--- src/rtl/assert_macros.svh ---
// ---------------------------------------------------------------------------
// assert_macros.svh: assertion macros included by rpn_ctrl
// Clocked on clk; the first form is disabled while rst_n is low.
// ---------------------------------------------------------------------------
`ifndef ASSERT_MACROS_SVH
`define ASSERT_MACROS_SVH
`ifndef NO_ASSERTIONS
`define RPN_ASSERT(lbl, prop, msg) \
  lbl: assert property (@(posedge clk) disable iff (!rst_n) prop) else $error(msg);
`define RPN_ASSERT_RST(lbl, prop, msg) \
  lbl: assert property (@(posedge clk) prop) else $error(msg);
`else
`define RPN_ASSERT(lbl, prop, msg)
`define RPN_ASSERT_RST(lbl, prop, msg)
`endif
`endif

--- src/rtl/rpn_pkg.sv ---
`timescale 1ns / 1ps
// ---------------------------------------------------------------------------
// rpn_pkg: shared types and constants
// Request codes, controller/datapath command and status bundles, helpers.
// ---------------------------------------------------------------------------
package rpn_pkg;

  localparam int DATA_W = 32;
  localparam int DVD_W  = 48;
  localparam int FLAG_W = 5;

  typedef logic [2:0] req_t;
  localparam req_t REQ_PUSH = 3'd0;
  localparam req_t REQ_ADD  = 3'd1;
  localparam req_t REQ_SUB  = 3'd2;
  localparam req_t REQ_MUL  = 3'd3;
  localparam req_t REQ_DIV  = 3'd4;
  localparam req_t REQ_MOD  = 3'd5;
  localparam req_t REQ_PEEK = 3'd6;
  localparam req_t REQ_UNK  = 3'd7;

  typedef struct packed {
    logic start;
    logic pop;
    logic lat_b;
    logic lat_a;
    logic mul;
    logic div_go;
    logic push_in;
    logic push_res;
    logic set_zdiv;
    logic set_unk;
    logic out_load;
  } dp_cmd_t;

  typedef struct packed {
    logic b_zero;
    logic ib_zero;
    logic div_busy;
    logic out_busy;
  } dp_sts_t;

  // magnitude of a signed word; the most negative value maps to 2^31
  function automatic logic [DATA_W-1:0] mag(input logic [DATA_W-1:0] v);
    mag = v[DATA_W-1] ? (~v + 1'b1) : v;
  endfunction

  // signed result from sign and magnitude, clamped to the Q16.16 range
  function automatic logic [DATA_W-1:0] sat_mag(input logic neg,
                                                input logic [DVD_W-1:0] m);
    logic [DATA_W-1:0] r;
    if (neg) begin
      if (m >= 48'h0000_8000_0000) r = 32'h8000_0000;
      else r = ~m[DATA_W-1:0] + 1'b1;
    end else begin
      if (m > 48'h0000_7FFF_FFFF) r = 32'h7FFF_FFFF;
      else r = m[DATA_W-1:0];
    end
    sat_mag = r;
  endfunction

  // clamp a 33-bit signed sum
  function automatic logic [DATA_W-1:0] sat33(input logic [DATA_W:0] s);
    logic [DATA_W-1:0] r;
    if (s[DATA_W] != s[DATA_W-1]) r = s[DATA_W] ? 32'h8000_0000 : 32'h7FFF_FFFF;
    else r = s[DATA_W-1:0];
    sat33 = r;
  endfunction

endpackage

--- src/rtl/rpn_ctrl.sv ---
`timescale 1ns / 1ps
// ---------------------------------------------------------------------------
// rpn_ctrl: calculator sequencer
// Walks each request through pops, arithmetic, push and result hand-off.
// ---------------------------------------------------------------------------
module rpn_ctrl (
  input  logic              clk,
  input  logic              rst_n,
  input  logic              in_tvalid,
  output logic              in_tready,
  input  rpn_pkg::req_t     in_req,
  input  rpn_pkg::dp_sts_t  sts,
  output rpn_pkg::dp_cmd_t  cmd
);
  import rpn_pkg::*;

  localparam logic [3:0] S_IDLE = 4'd0;
  localparam logic [3:0] S_DISP = 4'd1;
  localparam logic [3:0] S_POPB = 4'd2;
  localparam logic [3:0] S_LATB = 4'd3;
  localparam logic [3:0] S_POPA = 4'd4;
  localparam logic [3:0] S_LATA = 4'd5;
  localparam logic [3:0] S_EXEC = 4'd6;
  localparam logic [3:0] S_DIVW = 4'd7;
  localparam logic [3:0] S_PUSH = 4'd8;
  localparam logic [3:0] S_OUT  = 4'd9;

  logic [3:0] state_r, state_nxt;
  req_t       req_r;

  assign in_tready = (state_r == S_IDLE);

  always_comb begin
    cmd       = '0;
    state_nxt = state_r;
    unique case (state_r)
      S_IDLE: begin
        if (in_tvalid) begin
          cmd.start = 1'b1;
          state_nxt = S_DISP;
        end
      end
      S_DISP: begin
        case (req_r)
          REQ_PUSH: begin
            cmd.push_in = 1'b1;
            state_nxt   = S_OUT;
          end
          REQ_UNK: begin
            cmd.set_unk = 1'b1;
            state_nxt   = S_OUT;
          end
          default: state_nxt = S_POPB;
        endcase
      end
      S_POPB: begin
        cmd.pop   = 1'b1;
        state_nxt = S_LATB;
      end
      S_LATB: begin
        cmd.lat_b = 1'b1;
        if (req_r == REQ_PEEK) begin
          state_nxt = S_OUT;
        end else if ((req_r == REQ_DIV && sts.b_zero) ||
                     (req_r == REQ_MOD && sts.ib_zero)) begin
          cmd.set_zdiv = 1'b1;
          state_nxt    = S_OUT;
        end else begin
          state_nxt = S_POPA;
        end
      end
      S_POPA: begin
        cmd.pop   = 1'b1;
        state_nxt = S_LATA;
      end
      S_LATA: begin
        cmd.lat_a = 1'b1;
        state_nxt = S_EXEC;
      end
      S_EXEC: begin
        case (req_r) inside
          REQ_MUL: begin
            cmd.mul   = 1'b1;
            state_nxt = S_PUSH;
          end
          REQ_DIV, REQ_MOD: begin
            cmd.div_go = 1'b1;
            state_nxt  = S_DIVW;
          end
          default: state_nxt = S_PUSH;
        endcase
      end
      S_DIVW: begin
        if (!sts.div_busy) state_nxt = S_PUSH;
      end
      S_PUSH: begin
        cmd.push_res = 1'b1;
        state_nxt    = S_OUT;
      end
      S_OUT: begin
        if (!sts.out_busy) begin
          cmd.out_load = 1'b1;
          state_nxt    = S_IDLE;
        end
      end
      default: state_nxt = S_IDLE;
    endcase
  end

  always_ff @(posedge clk) begin
    if (!rst_n) begin
      state_r <= S_IDLE;
    end else begin
      state_r <= state_nxt;
    end
  end

  always_ff @(posedge clk) begin
    if (cmd.start) req_r <= in_req;
  end

`include "assert_macros.svh"
  `RPN_ASSERT(a_idle_div_quiet, in_tready |-> !sts.div_busy, "divider busy while idle")
  `RPN_ASSERT(a_one_stack_op, $onehot0({cmd.pop, cmd.push_in, cmd.push_res}), "stack port clash")
  `RPN_ASSERT(a_load_free, cmd.out_load |-> !sts.out_busy, "result overwritten")
  `RPN_ASSERT_RST(a_reset_idle, !rst_n |=> state_r == S_IDLE, "not idle after reset")

endmodule
--- config.mk ---
export PLATFORM = sky130hd
export DESIGN_NAME = rpn_ctrl
export DESIGN_NICKNAME = d
export VERILOG_FILES = /design/src/rtl/rpn_pkg.sv /design/src/rtl/rpn_ctrl.sv
export VERILOG_INCLUDE_DIRS = /design/src /design/src/rtl
export SDC_FILE = /design/constraint.sdc
export NUM_CORES = 1
export LEC_CHECK = 0
export BUFFER_PORTS_ARGS = -buffer_cell sky130_fd_sc_hd__buf_2
export CAP_MARGIN = 0
export CORE_AREA = 4 4 41 43
export CTS_CLUSTER_SIZE = 16
export DETAILED_ROUTE_END_ITERATION = 7
export DIE_AREA = 0 0 45 47
export GPL_TIMING_DRIVEN = 0
export PLACE_DENSITY = 0.73
export SLEW_MARGIN = 20
export SYNTH_ARGS = -nofsm -noshare
export SYNTH_HDL_FRONTEND = slang
export SYNTH_SLANG_ARGS = --single-unit
--- constraint.sdc ---
create_clock -name clk -period 1.36 [get_ports clk]
set_input_delay 0.136 -clock clk [delete_from_list [all_inputs] [get_ports clk]]
set_output_delay 0.136 -clock clk [all_outputs]
set_load 0.01 [all_outputs]
* Word-level counts from Yosys, hierarchy flattened
Index checks and enable logic that the tools add are counted.
Storage, ports and cells: output and inout bits 12, word-level logic and storage cells 56, bits of input ports 10, register bits 7
Operators by class: mux-type cells 28, reductions and logical operators 9, eq/ne operators 17
Operators with widths (number):
- 4-bit one-hot mux with 10 select lines | 1
- 4-bit two-way mux | 8
- 1-bit two-way mux | 18
- 4-bit by 3-bit == test with 1-bit output (second input constant) | 4
- 3-bit == test (second input constant) | 4
- 4-bit by 2-bit == test with 1-bit output (second input constant) | 2
- 4-bit == test (second input constant) | 2
- 2-bit inequality test (second input constant) | 3
- 2-bit OR reduction | 3
- 4-bit by 1-bit == test with 1-bit output (second input constant) | 1
- 4-bit zero test | 1
- 3-bit by 2-bit == test with 1-bit output (second input constant) | 1
- 3-bit zero test | 1
- 3-bit AND reduction | 1
- 1-bit logical AND | 2
- 2-bit two-way mux | 1
- 1-bit logical OR | 1

* Logic depth before layout (Yosys ltp)
Gate-level depths: netlist of the first run.
depth after elaboration 6, depth in mapped cells 5, depth with buffers taken out 4

* Worst setup path before layout of the first run
No wires, ideal clock.
kind register to register, start register state_r[0], end register req_r[0], enable pin, setup time 0.320 ns, slack -0.108 ns, stages on the path, launching flop included 4, arrival 1.148 ns, path buffers 1, period minus slack after synthesis 1.468 ns, cells stage by stage dfxtp_1 -> buf_4 -> nor4_2 -> and2_1
RTL lines:
- start: declaration | RTL line rpn_ctrl.sv:28 | logic [3:0] state_r, state_nxt;
- start signal: assignment | RTL line rpn_ctrl.sv:114 | state_r <= state_nxt;
- end signal: assignment | RTL line rpn_ctrl.sv:119 | if (cmd.start) req_r <= in_req;
- end: declaration | RTL line rpn_ctrl.sv:29 | req_t req_r;

* Worst setup path after layout of the first run
start register req_r[1], end register state_r[0]
Between the ends: longest elaborated chain between the ends 6
Ends and longest elaborated chain:
- 3-bit == test, on equally long branches | RTL line rpn_ctrl.sv:64, rpn_ctrl.sv:65
- 1-bit logical AND, on equally long branches | RTL line rpn_ctrl.sv:64, rpn_ctrl.sv:65
- 1-bit logical OR | RTL line rpn_ctrl.sv:64 | end else if ((req_r == REQ_DIV && sts.b_zero) ||
- 4-bit two-way mux | RTL line rpn_ctrl.sv:64
- 4-bit two-way mux | RTL line rpn_ctrl.sv:62 | if (req_r == REQ_PEEK) begin
- 4-bit one-hot mux with 10 select lines (*) | RTL line rpn_ctrl.sv:36 | unique case (state_r)
Mark *: on every way between the ends. The rest lies on a longest branch, timed or not. A chain may end at the register's enable or synchronous reset.

==> impl_metrics.ini, run 1 <==
[status]
status = complete, but fails checks
violations = negative setup slack

[global_route]
overflow = 0
grt_pass1_vias = 627
grt_pass1_wl_um = 2829
grt_antenna_before_repair = 0
grt_use_total = 0.1844
grt_max_degree = 11

[synth]
synth_common_cells = 5 x nand2_1, 5 x nor2_1, 5 x nor3_1
synth.top_cell.area_share = 0.1538
syn-num-nets = 78
synth_cells = 68
mappedNetlistArea_sq_um = 585.6
synth_area_leader_cell = edfxtp_1
synth_seq_area_share = 0.2906
synth_edf_count = 3
ys_async_sr_fraction = 0
synth_area_per_cell_sq_um = 8.611
synth.distinct_cells = 40
ys_warn_count = 0
ys.flop_type = dfxtp_1
synth_seq_cells = 7
netlist_top_cells_area = edfxtp_1 15%, dfxtp_1 14%, nor3_1 4.3%, nor4_2 4.3%, buf_6 3.8%

[layout]
area_growth_pct = 69.87
antenna_cells = 0
n_fill_cell = 90
stdcell_area_sq_um = 994.7
fin_util = 0.7644
nets = 121
fin_cells = 125
drive_gt1_frac = 0.6091

[die]
io_pins = 22
dieArea_sq_mm = 0.002115
dieHeight_um = 47
start_util = 0.4500
die_w_um = 45
fp.coreArea_sq_mm = 0.001301
rows = 13

[placement]
place.gp.congestion = 0.8264
port-buffer-count = 21
dp.cells = 104
dpl.hpwl_um = 1087
post_dp_cell_area_sq_um = 719.4

[power_and_ir_drop]
seqPwrFrac = 0.332
combPwrFrac = 0.466
swShare = 0.3315
clockPowerShare = 0.202
switchingPower_uw = 285.4
ir_drop_mv = 0.6641
p_leak_uw = 0.0004636
p_per_area_mw_per_mm2 = 865.4
intPower_uw = 575.4

[clock_network]
cts_made_buffers = 3
clkTransAtPathRegs_ns = 0.05
cts_tree = yes
clk_path_buf_depth = 2
cts.sink_count = 7
root_buffer = clkbuf_4
clk_latency_ns = 0.24
hold_buffers = 0
cts_max_level = 1

[critical_path]
cp.arrival_ns = 1.56
slowest_stage = edfxtp_1
start_kind = flop
cp_max_fo = 6
critical_path_class = flop to flop
crit_chain = nand2b_4 > buf_4 > a31oi_1 > a32o_1 > o21a_1
slowest_delay_ns = 0.47
required_ns = 1.49
end_kind = flop

[sta]
maxSlewHeadroom = 0.8085
finalSetupTns_ns = -0.3391
setup_viol = 9
period_needed_ns = 1.428
finalHoldViolCount = 0
rsz0062_at_grt = true
worst_slack_ns = -0.06753
drv_slew = 0
skew_ns = 0.002407
period_share = 1.050
tightestPinTransition_ns = 0.2833
fmax_mhz = 700.5

[worst_hold_path]
hold_class = primary input to flop

[drt]
routedWlPerCell_um = 16.55
ant_nets = 0
drt_wl_total_um = 2069
drt_iter0_markers = 28
remaining_drc_errors = 0
vias = 742
vias_per_cell = 5.936
drtPass1Iterations = 4

[run]
maxCapViolations = 0
critical path: cells and delay by family (launching register included):
kind,cells,cell delay [ns]
AO/OA/AOI/OAI,3,0.51
flip-flops,1,0.47
AND/OR/NAND/NOR,1,0.21
buffers and inverters,1,0.12
final cells by class:
type	instances	area, sq um	area share
Timing Repair Buffer	38	254.0	0.2553
Sequential cell	7	182.7	0.1836
Inverter	2	7.507	0.007547
Buffer	4	52.55	0.05283
Clock buffer	4	26.28	0.02642
Tap cell	15	18.77	0.01887
Multi-Input combinational cell	55	452.9	0.4553
path summary, 6_finish.rpt:
| kind | start | end | slack, ns | depth (start not counted) |
|---|---|---|---|---|
| worst min-delay path | in_req[1] | req_r[1] | 0.07 | 1 |
| worst max-delay path | req_r[1] | state_r[0] | -0.07 | 5 |
| worst min register to register | state_r[3] | state_r[1] | 0.68 | 3 |
| worst max register to register | req_r[1] | state_r[0] | -0.07 | 5 |
what timing repair did:
item,CTS,global route
resized for setup,20,13
cloned,0,1
pin swaps,7,6
buffers inserted,10,6
endpoints found under the setup margin,10,17
hold endpoints to repair,0,0
placed cells by master (no fill, tap or decap), types with 3 or more instances in the layout:
cell type / synthesis / routed
clkbuf_4: 0 / 3
edfxtp_1: 3 / 3
buf_6: 2 / 7
nor2_1: 5 / 5
nor3_2: 0 / 3
buf_4: 2 / 13
nand2_1: 5 / 4
buf_2: 0 / 20
dfxtp_4: 0 / 3
cell families (layout without fill, tap and decap cells):
family | after synthesis | in the layout | synth area share
simple gates | 35 | 35 | 0.3697
compound gates | 18 | 18 | 0.2308
flops | 7 | 7 | 0.2906
buf+inv | 6 | 48 | 0.07690
xor+xnor | 1 | 1 | 0.01496
mux | 1 | 1 | 0.01709
state kept, by name, summed over array words and instances (netlist names):
name     flops
req_r        3
state_r      4
metrics by stage:
stage               hold WS (ns)  power, uW  setup WS [ns]
floorplan                 0.2349      459.4        0.01163
global placement          0.3138      528.9        0.01400
detailed placement        0.3146      531.2       0.006230
CTS                      0.06182      800.1       -0.05618
global route             0.04717      931.6        -0.1419
finish                   0.07305      860.8       -0.06753
layer usage:
| layer | share of wire | wire length [um] | global-route usage | vias to the layer above |
|---|---|---|---|---|
| met5 | 0 | 0 | 0 | - |
| met4 | 0.030 | 63 | 0.09357 | 0 |
| met3 | 0.055 | 114 | 0.02682 | 8 |
| met2 | 0.51 | 1054 | 0.3051 | 37 |
| met1 | 0.40 | 836 | 0.2338 | 356 |
| li1 | - | - | - | 341 |
power by group through the flow:
stage                     Clock [uW]  Sequential, uW  Combinational [uW]
after global placement             0             280                 249
after detailed placement           0             280                 251
after global routing             211             289                 431
after floorplan                    0             272                 187
final                            174             286                 401
after CTS                        184             281                 335
Power figures use the tool's default switching activity.
==> run 2, diff against run 1 <==
--- a/config.mk
+++ b/config.mk
@@ -8,12 +8,13 @@
 export LEC_CHECK = 0
 export BUFFER_PORTS_ARGS = -buffer_cell sky130_fd_sc_hd__buf_2
 export CAP_MARGIN = 0
-export CORE_AREA = 4 4 41 43
+export CORE_AREA = 5 5 42 44
 export CTS_CLUSTER_SIZE = 16
 export DETAILED_ROUTE_END_ITERATION = 7
-export DIE_AREA = 0 0 45 47
+export DIE_AREA = 0 0 47 49
 export GPL_TIMING_DRIVEN = 0
 export PLACE_DENSITY = 0.73
+export RECOVER_POWER = 100
 export SLEW_MARGIN = 20
 export SYNTH_ARGS = -nofsm -noshare
 export SYNTH_HDL_FRONTEND = slang
==> impl_metrics.ini, run 2 (synthesized netlist as in run 1, its figures left out) <==
[critical_path]
slowest_stage = edfxtp_1
slowest_delay_ns = 0.50
required_ns = 1.22
cp_max_fo = 5
cp.arrival_ns = 1.30
crit_family = flip-flops
critPathBufInv = 1
critical_path_class = flop to primary output
start_kind = flop
end_kind = primary output
crit_chain = nor3_2 > and3_4 > buf_6

[layout]
top_regs = state_r (4), req_r (3)
final_cell_mix = 19 x buf_2, 14 x buf_4, 9 x buf_6
stdcell_area_sq_mm = 0.001075
drive_gt1_frac = 0.6696
top_register = state_r
area_growth_pct = 83.55
mostFrequentLayoutCell = buf_2
antenna_cells = 0
largest_register_ff_count = 4
nets = 123

[die]
die_w_um = 47
io_pins = 22
rows = 14
dieArea_sq_mm = 0.002303
fp.coreArea_sq_mm = 0.001401
start_util = 0.4179
dieHeight_um = 49

[global_route]
grt_max_degree = 11
grt_use_total = 0.1704
grt_pass1_wl_um = 2877
grt_pass1_vias = 675
grt_antenna_before_repair = 0
overflow = 0

[clock_network]
cts_max_level = 1
cts.sink_count = 7
clkTransAtPathRegs_ns = 0.05
clk_path_buf_depth = 2
cts_tree = yes
cts_made_buffers = 3
root_buffer = clkbuf_4
clk_latency_ns = 0.25

[sta]
worst_slack_ns = -0.07753
finalSetupTns_ns = -0.3241
skew_ns = 0.0009676
period_needed_ns = 1.438
rsz0062_at_grt = true
drv_slew = 0
maxSlewHeadroom = 0.8252
fmax_mhz = 695.6
finalHoldViolCount = 0
period_share = 1.057
setup_viol = 9
tightestPinTransition_ns = 0.2585

[drt]
routedWlPerCell_um = 15.95
drt_iter0_markers = 25
vias = 728
drt_wl_total_um = 2041
drtPass1Iterations = 4
vias_per_cell = 5.688
ant_nets = 0
remaining_drc_errors = 0

[power_and_ir_drop]
p_per_area_mw_per_mm2 = 852.0
ir_drop_mv = 0.7750
p_leak_uw = 0.0004890
totalPowerFinal_uw = 915.7

[worst_hold_path]
hold_class = primary input to flop

[status]
violations = negative setup slack
status = complete, but fails checks

[placement]
post_dp_cell_area_sq_um = 720.7
place.gp.congestion = 0.8304
port-buffer-count = 21

[run]
maxCapViolations = 0
run 2: layout make-up:
class                      instances  area (sq um)
inverter                           2         7.507
timing repair buffer              40         279.0
tap                               16         20.02
sequential                         7         182.7
multi-input combinational         55         506.7
clock buffer                       4         26.28
fill                              89         326.6
buffer                             4         52.55
run 2: power by group:
part           internal (uW)  total (uW)  leakage (uW)  switching, uW
Sequential               247         282     0.0000638           35.2
Clock                    112         181     0.0000150           70.0
Combinational            246         452      0.000410            206
Total                    605         916      0.000489            311
run 2: routing by layer:
metal  share of wire  GRT usage  vias up
met3           0.069    0.01845        5
met1            0.40     0.2004      333
met2            0.51     0.2738       40
met4           0.016     0.1152        0
met5               0          0        -
li1                -          -      350
run 2: timing repair:
| item | CTS | global route |
|---|---|---|
| setup endpoints to repair | 11 | 17 |
| gates cloned | 0 | 1 |
| hold buffers | 0 | 0 |
| buffers inserted | 12 | 6 |
| pin swaps | 9 | 8 |
| gates resized for setup | 23 | 21 |
run 2: worst paths after layout:
path,startpoint,endpoint,slack (ns),cells past startpoint
worst max-delay path,req_r[2],cmd[4],-0.08,3
worst min-delay path,in_req[0],req_r[0],0.06,1
worst max register to register,state_r[1],state_r[0],-0.02,7
worst min register to register,state_r[2],state_r[2],0.67,3
run 2: per-stage QoR:
| stage | std cells | hold slack [ns] | worst slack [ns] | util |
|---|---|---|---|---|
| global route | 128 | 0.04750 | -0.1509 | 0.7670 |
| detailed placement | 105 | 0.3141 | 0.01450 | 0.5143 |
| finish | 128 | 0.06044 | -0.07753 | 0.7670 |
| floorplan | 68 | 0.2349 | 0.01163 | - |
| global placement | 105 | 0.3126 | 0.02266 | 0.5143 |
| CTS | 121 | 0.05194 | -0.06978 | 0.6571 |
==> run 3, diff against run 2 <==
--- a/config.mk
+++ b/config.mk
@@ -8,12 +8,15 @@
 export LEC_CHECK = 0
 export BUFFER_PORTS_ARGS = -buffer_cell sky130_fd_sc_hd__buf_2
 export CAP_MARGIN = 0
-export CORE_AREA = 5 5 42 44
+export CELL_PAD_IN_SITES_DETAIL_PLACEMENT = 0
+export CELL_PAD_IN_SITES_GLOBAL_PLACEMENT = 1
+export CORE_ASPECT_RATIO = 0.8
+export CORE_MARGIN = 5
+export CORE_UTILIZATION = 33
 export CTS_CLUSTER_SIZE = 16
 export DETAILED_ROUTE_END_ITERATION = 7
-export DIE_AREA = 0 0 47 49
 export GPL_TIMING_DRIVEN = 0
-export PLACE_DENSITY = 0.73
+export PLACE_DENSITY_LB_ADDON = 0.1
 export RECOVER_POWER = 100
 export SLEW_MARGIN = 20
 export SYNTH_ARGS = -nofsm -noshare
==> impl_metrics.ini, run 3 (synthesized netlist as in run 1, its figures left out) <==
[global_route]
grt_pass1_wl_um = 2980
overflow = 0
grt_util_met1 = 0.1872
gr-usage-met2 = 0.2460
grt_pass1_vias = 644
top_usage_layer = met2
grt_use_total = 0.1453
grt_max_degree = 11
met3_usage = 0.01348
grt_antenna_before_repair = 0

[layout]
mostFrequentLayoutCell = buf_2
top_register = state_r
top_regs = state_r (4), req_r (3)
area_growth_pct = 80.13
nets = 124
largest_register_ff_count = 4
fin_cells = 135
final_cell_mix = 18 x buf_2, 17 x buf_4, 7 x buf_6
drive_gt1_frac = 0.6549
n_fill_cell = 149
antenna_cells = 0
fin_util = 0.6357

[die]
dieHeight_um = 47.68
die_w_um = 57.10
dieArea_sq_mm = 0.002722
fp.coreArea_sq_mm = 0.001659
io_pins = 22
rows = 13
start_util = 0.3529

[worst_hold_path]
min_to = req_r[1]
hold_start = in_req[1]
min_path_cells = 1
hold_class = primary input to flop

[placement]
port-buffer-count = 21
place_ws_ns = -0.01042
dpl.hpwl_um = 1197
place.gp.congestion = 0.8144
dp.cells = 111

[sta]
finalHoldViolCount = 0
period_share = 1.031
setup_viol = 7
rsz0062_at_grt = true
drv_slew = 0
finalSetupTns_ns = -0.1208
period_needed_ns = 1.402
maxSlewHeadroom = 0.8163
worst_slack_ns = -0.04181
skew_ns = 0.002548
fmax_mhz = 713.4
tightestPinTransition_ns = 0.2740

[drt]
remaining_drc_errors = 0
ant_nets = 0
vias_per_cell = 5.156
drt_iter0_markers = 10
drt_wl_total_um = 1943
routedWlPerCell_um = 14.39
drtPass1Iterations = 4
vias = 696

[critical_path]
cp_max_fo = 7
crit_chain = buf_8 > nor4_4 > and2_4 > buf_6
worstReg2RegStart = req_r[1]
required_ns = 1.22
timing.rr.end = state_r[3]
r2r_slack_ns = -0.01
slowest_delay_ns = 0.35
start_kind = flop
cp.arrival_ns = 1.27
critical_path_class = flop to primary output
critPathBufInv = 2
rr_worst_depth = 5
slowest_stage = dfxtp_4
end_kind = primary output
crit_family = simple AND/OR/NAND/NOR gates

[clock_network]
clk_latency_ns = 0.24
clk_path_buf_depth = 2
cts_tree = yes
cts_max_level = 1
clkTransAtPathRegs_ns = 0.05
cts_made_buffers = 3
cts.sink_count = 7
root_buffer = clkbuf_4

[status]
violations = negative setup slack
status = complete, but fails checks

[power_and_ir_drop]
p_leak_uw = 0.0004803
ir_drop_mv = 0.5503
p_per_area_mw_per_mm2 = 824.9

[run]
maxCapViolations = 0
## run 3: per-layer routing
metal,vias to the layer above,share of wire
li1,357,-
met1,320,0.46
met2,17,0.50
met3,2,0.040
met4,0,0.0051
met5,-,0
## run 3: power breakdown
group	internal, uW	switching (uW)
registers	247	36.7
clock network	111	67.0
logic	225	182
## run 3: area by class of cell
class,instances,area [sq um],area share
well taps,22,27.53,0.02610
repair buffers,41,285.3,0.2705
multi-input cells,55,469.2,0.4448
clock buffers,4,26.28,0.02491
inverters,2,7.507,0.007117
flip-flops and latches,7,182.7,0.1732
plain buffers,4,56.30,0.05338
## run 3: what timing repair did
item	in CTS	in global routing
pin swaps	8	12
setup endpoints to repair	12	18
hold buffers	0	0
buffers inserted	14	6
resized for setup	31	9
## run 3: worst max-delay path by stage
| stage | startpoint | end | slack (ns) | depth (start not counted) |
|---|---|---|---|---|
| 2_1_floorplan | state_r[0] | req_r[0] | 0.01 | 3 |
| 5_1_grt | state_r[1] | cmd[10] | -0.12 | 4 |
| 6_report | state_r[1] | cmd[10] | -0.04 | 4 |
| 4_1_cts | state_r[1] | cmd[10] | -0.07 | 4 |
| 3_3_place_gp | req_r[0] | state_r[0] | -0.04 | 4 |
| 3_5_place_dp | req_r[0] | state_r[0] | -0.01 | 4 |
## run 3: per-stage QoR
step           total power [uW]  cell area, sq um  hold slack (ns)
3_3_place_gp              535.7             728.2           0.3136
5_1_grt                   930.3              1055          0.05709
3_5_place_dp              536.3             728.2           0.3151
2_1_floorplan             459.4             595.6           0.2349
4_1_cts                   834.6             967.2          0.05563
6_report                  870.0              1055          0.06843
## run 3: worst register-to-register path: cells and delay by family (launching register included)
family	cells	cell delay, ns
and+or+nand+nor	2	0.35
DFF	1	0.48
AOI/OAI and AO/OA	2	0.31
buffers and inverters	1	0.14
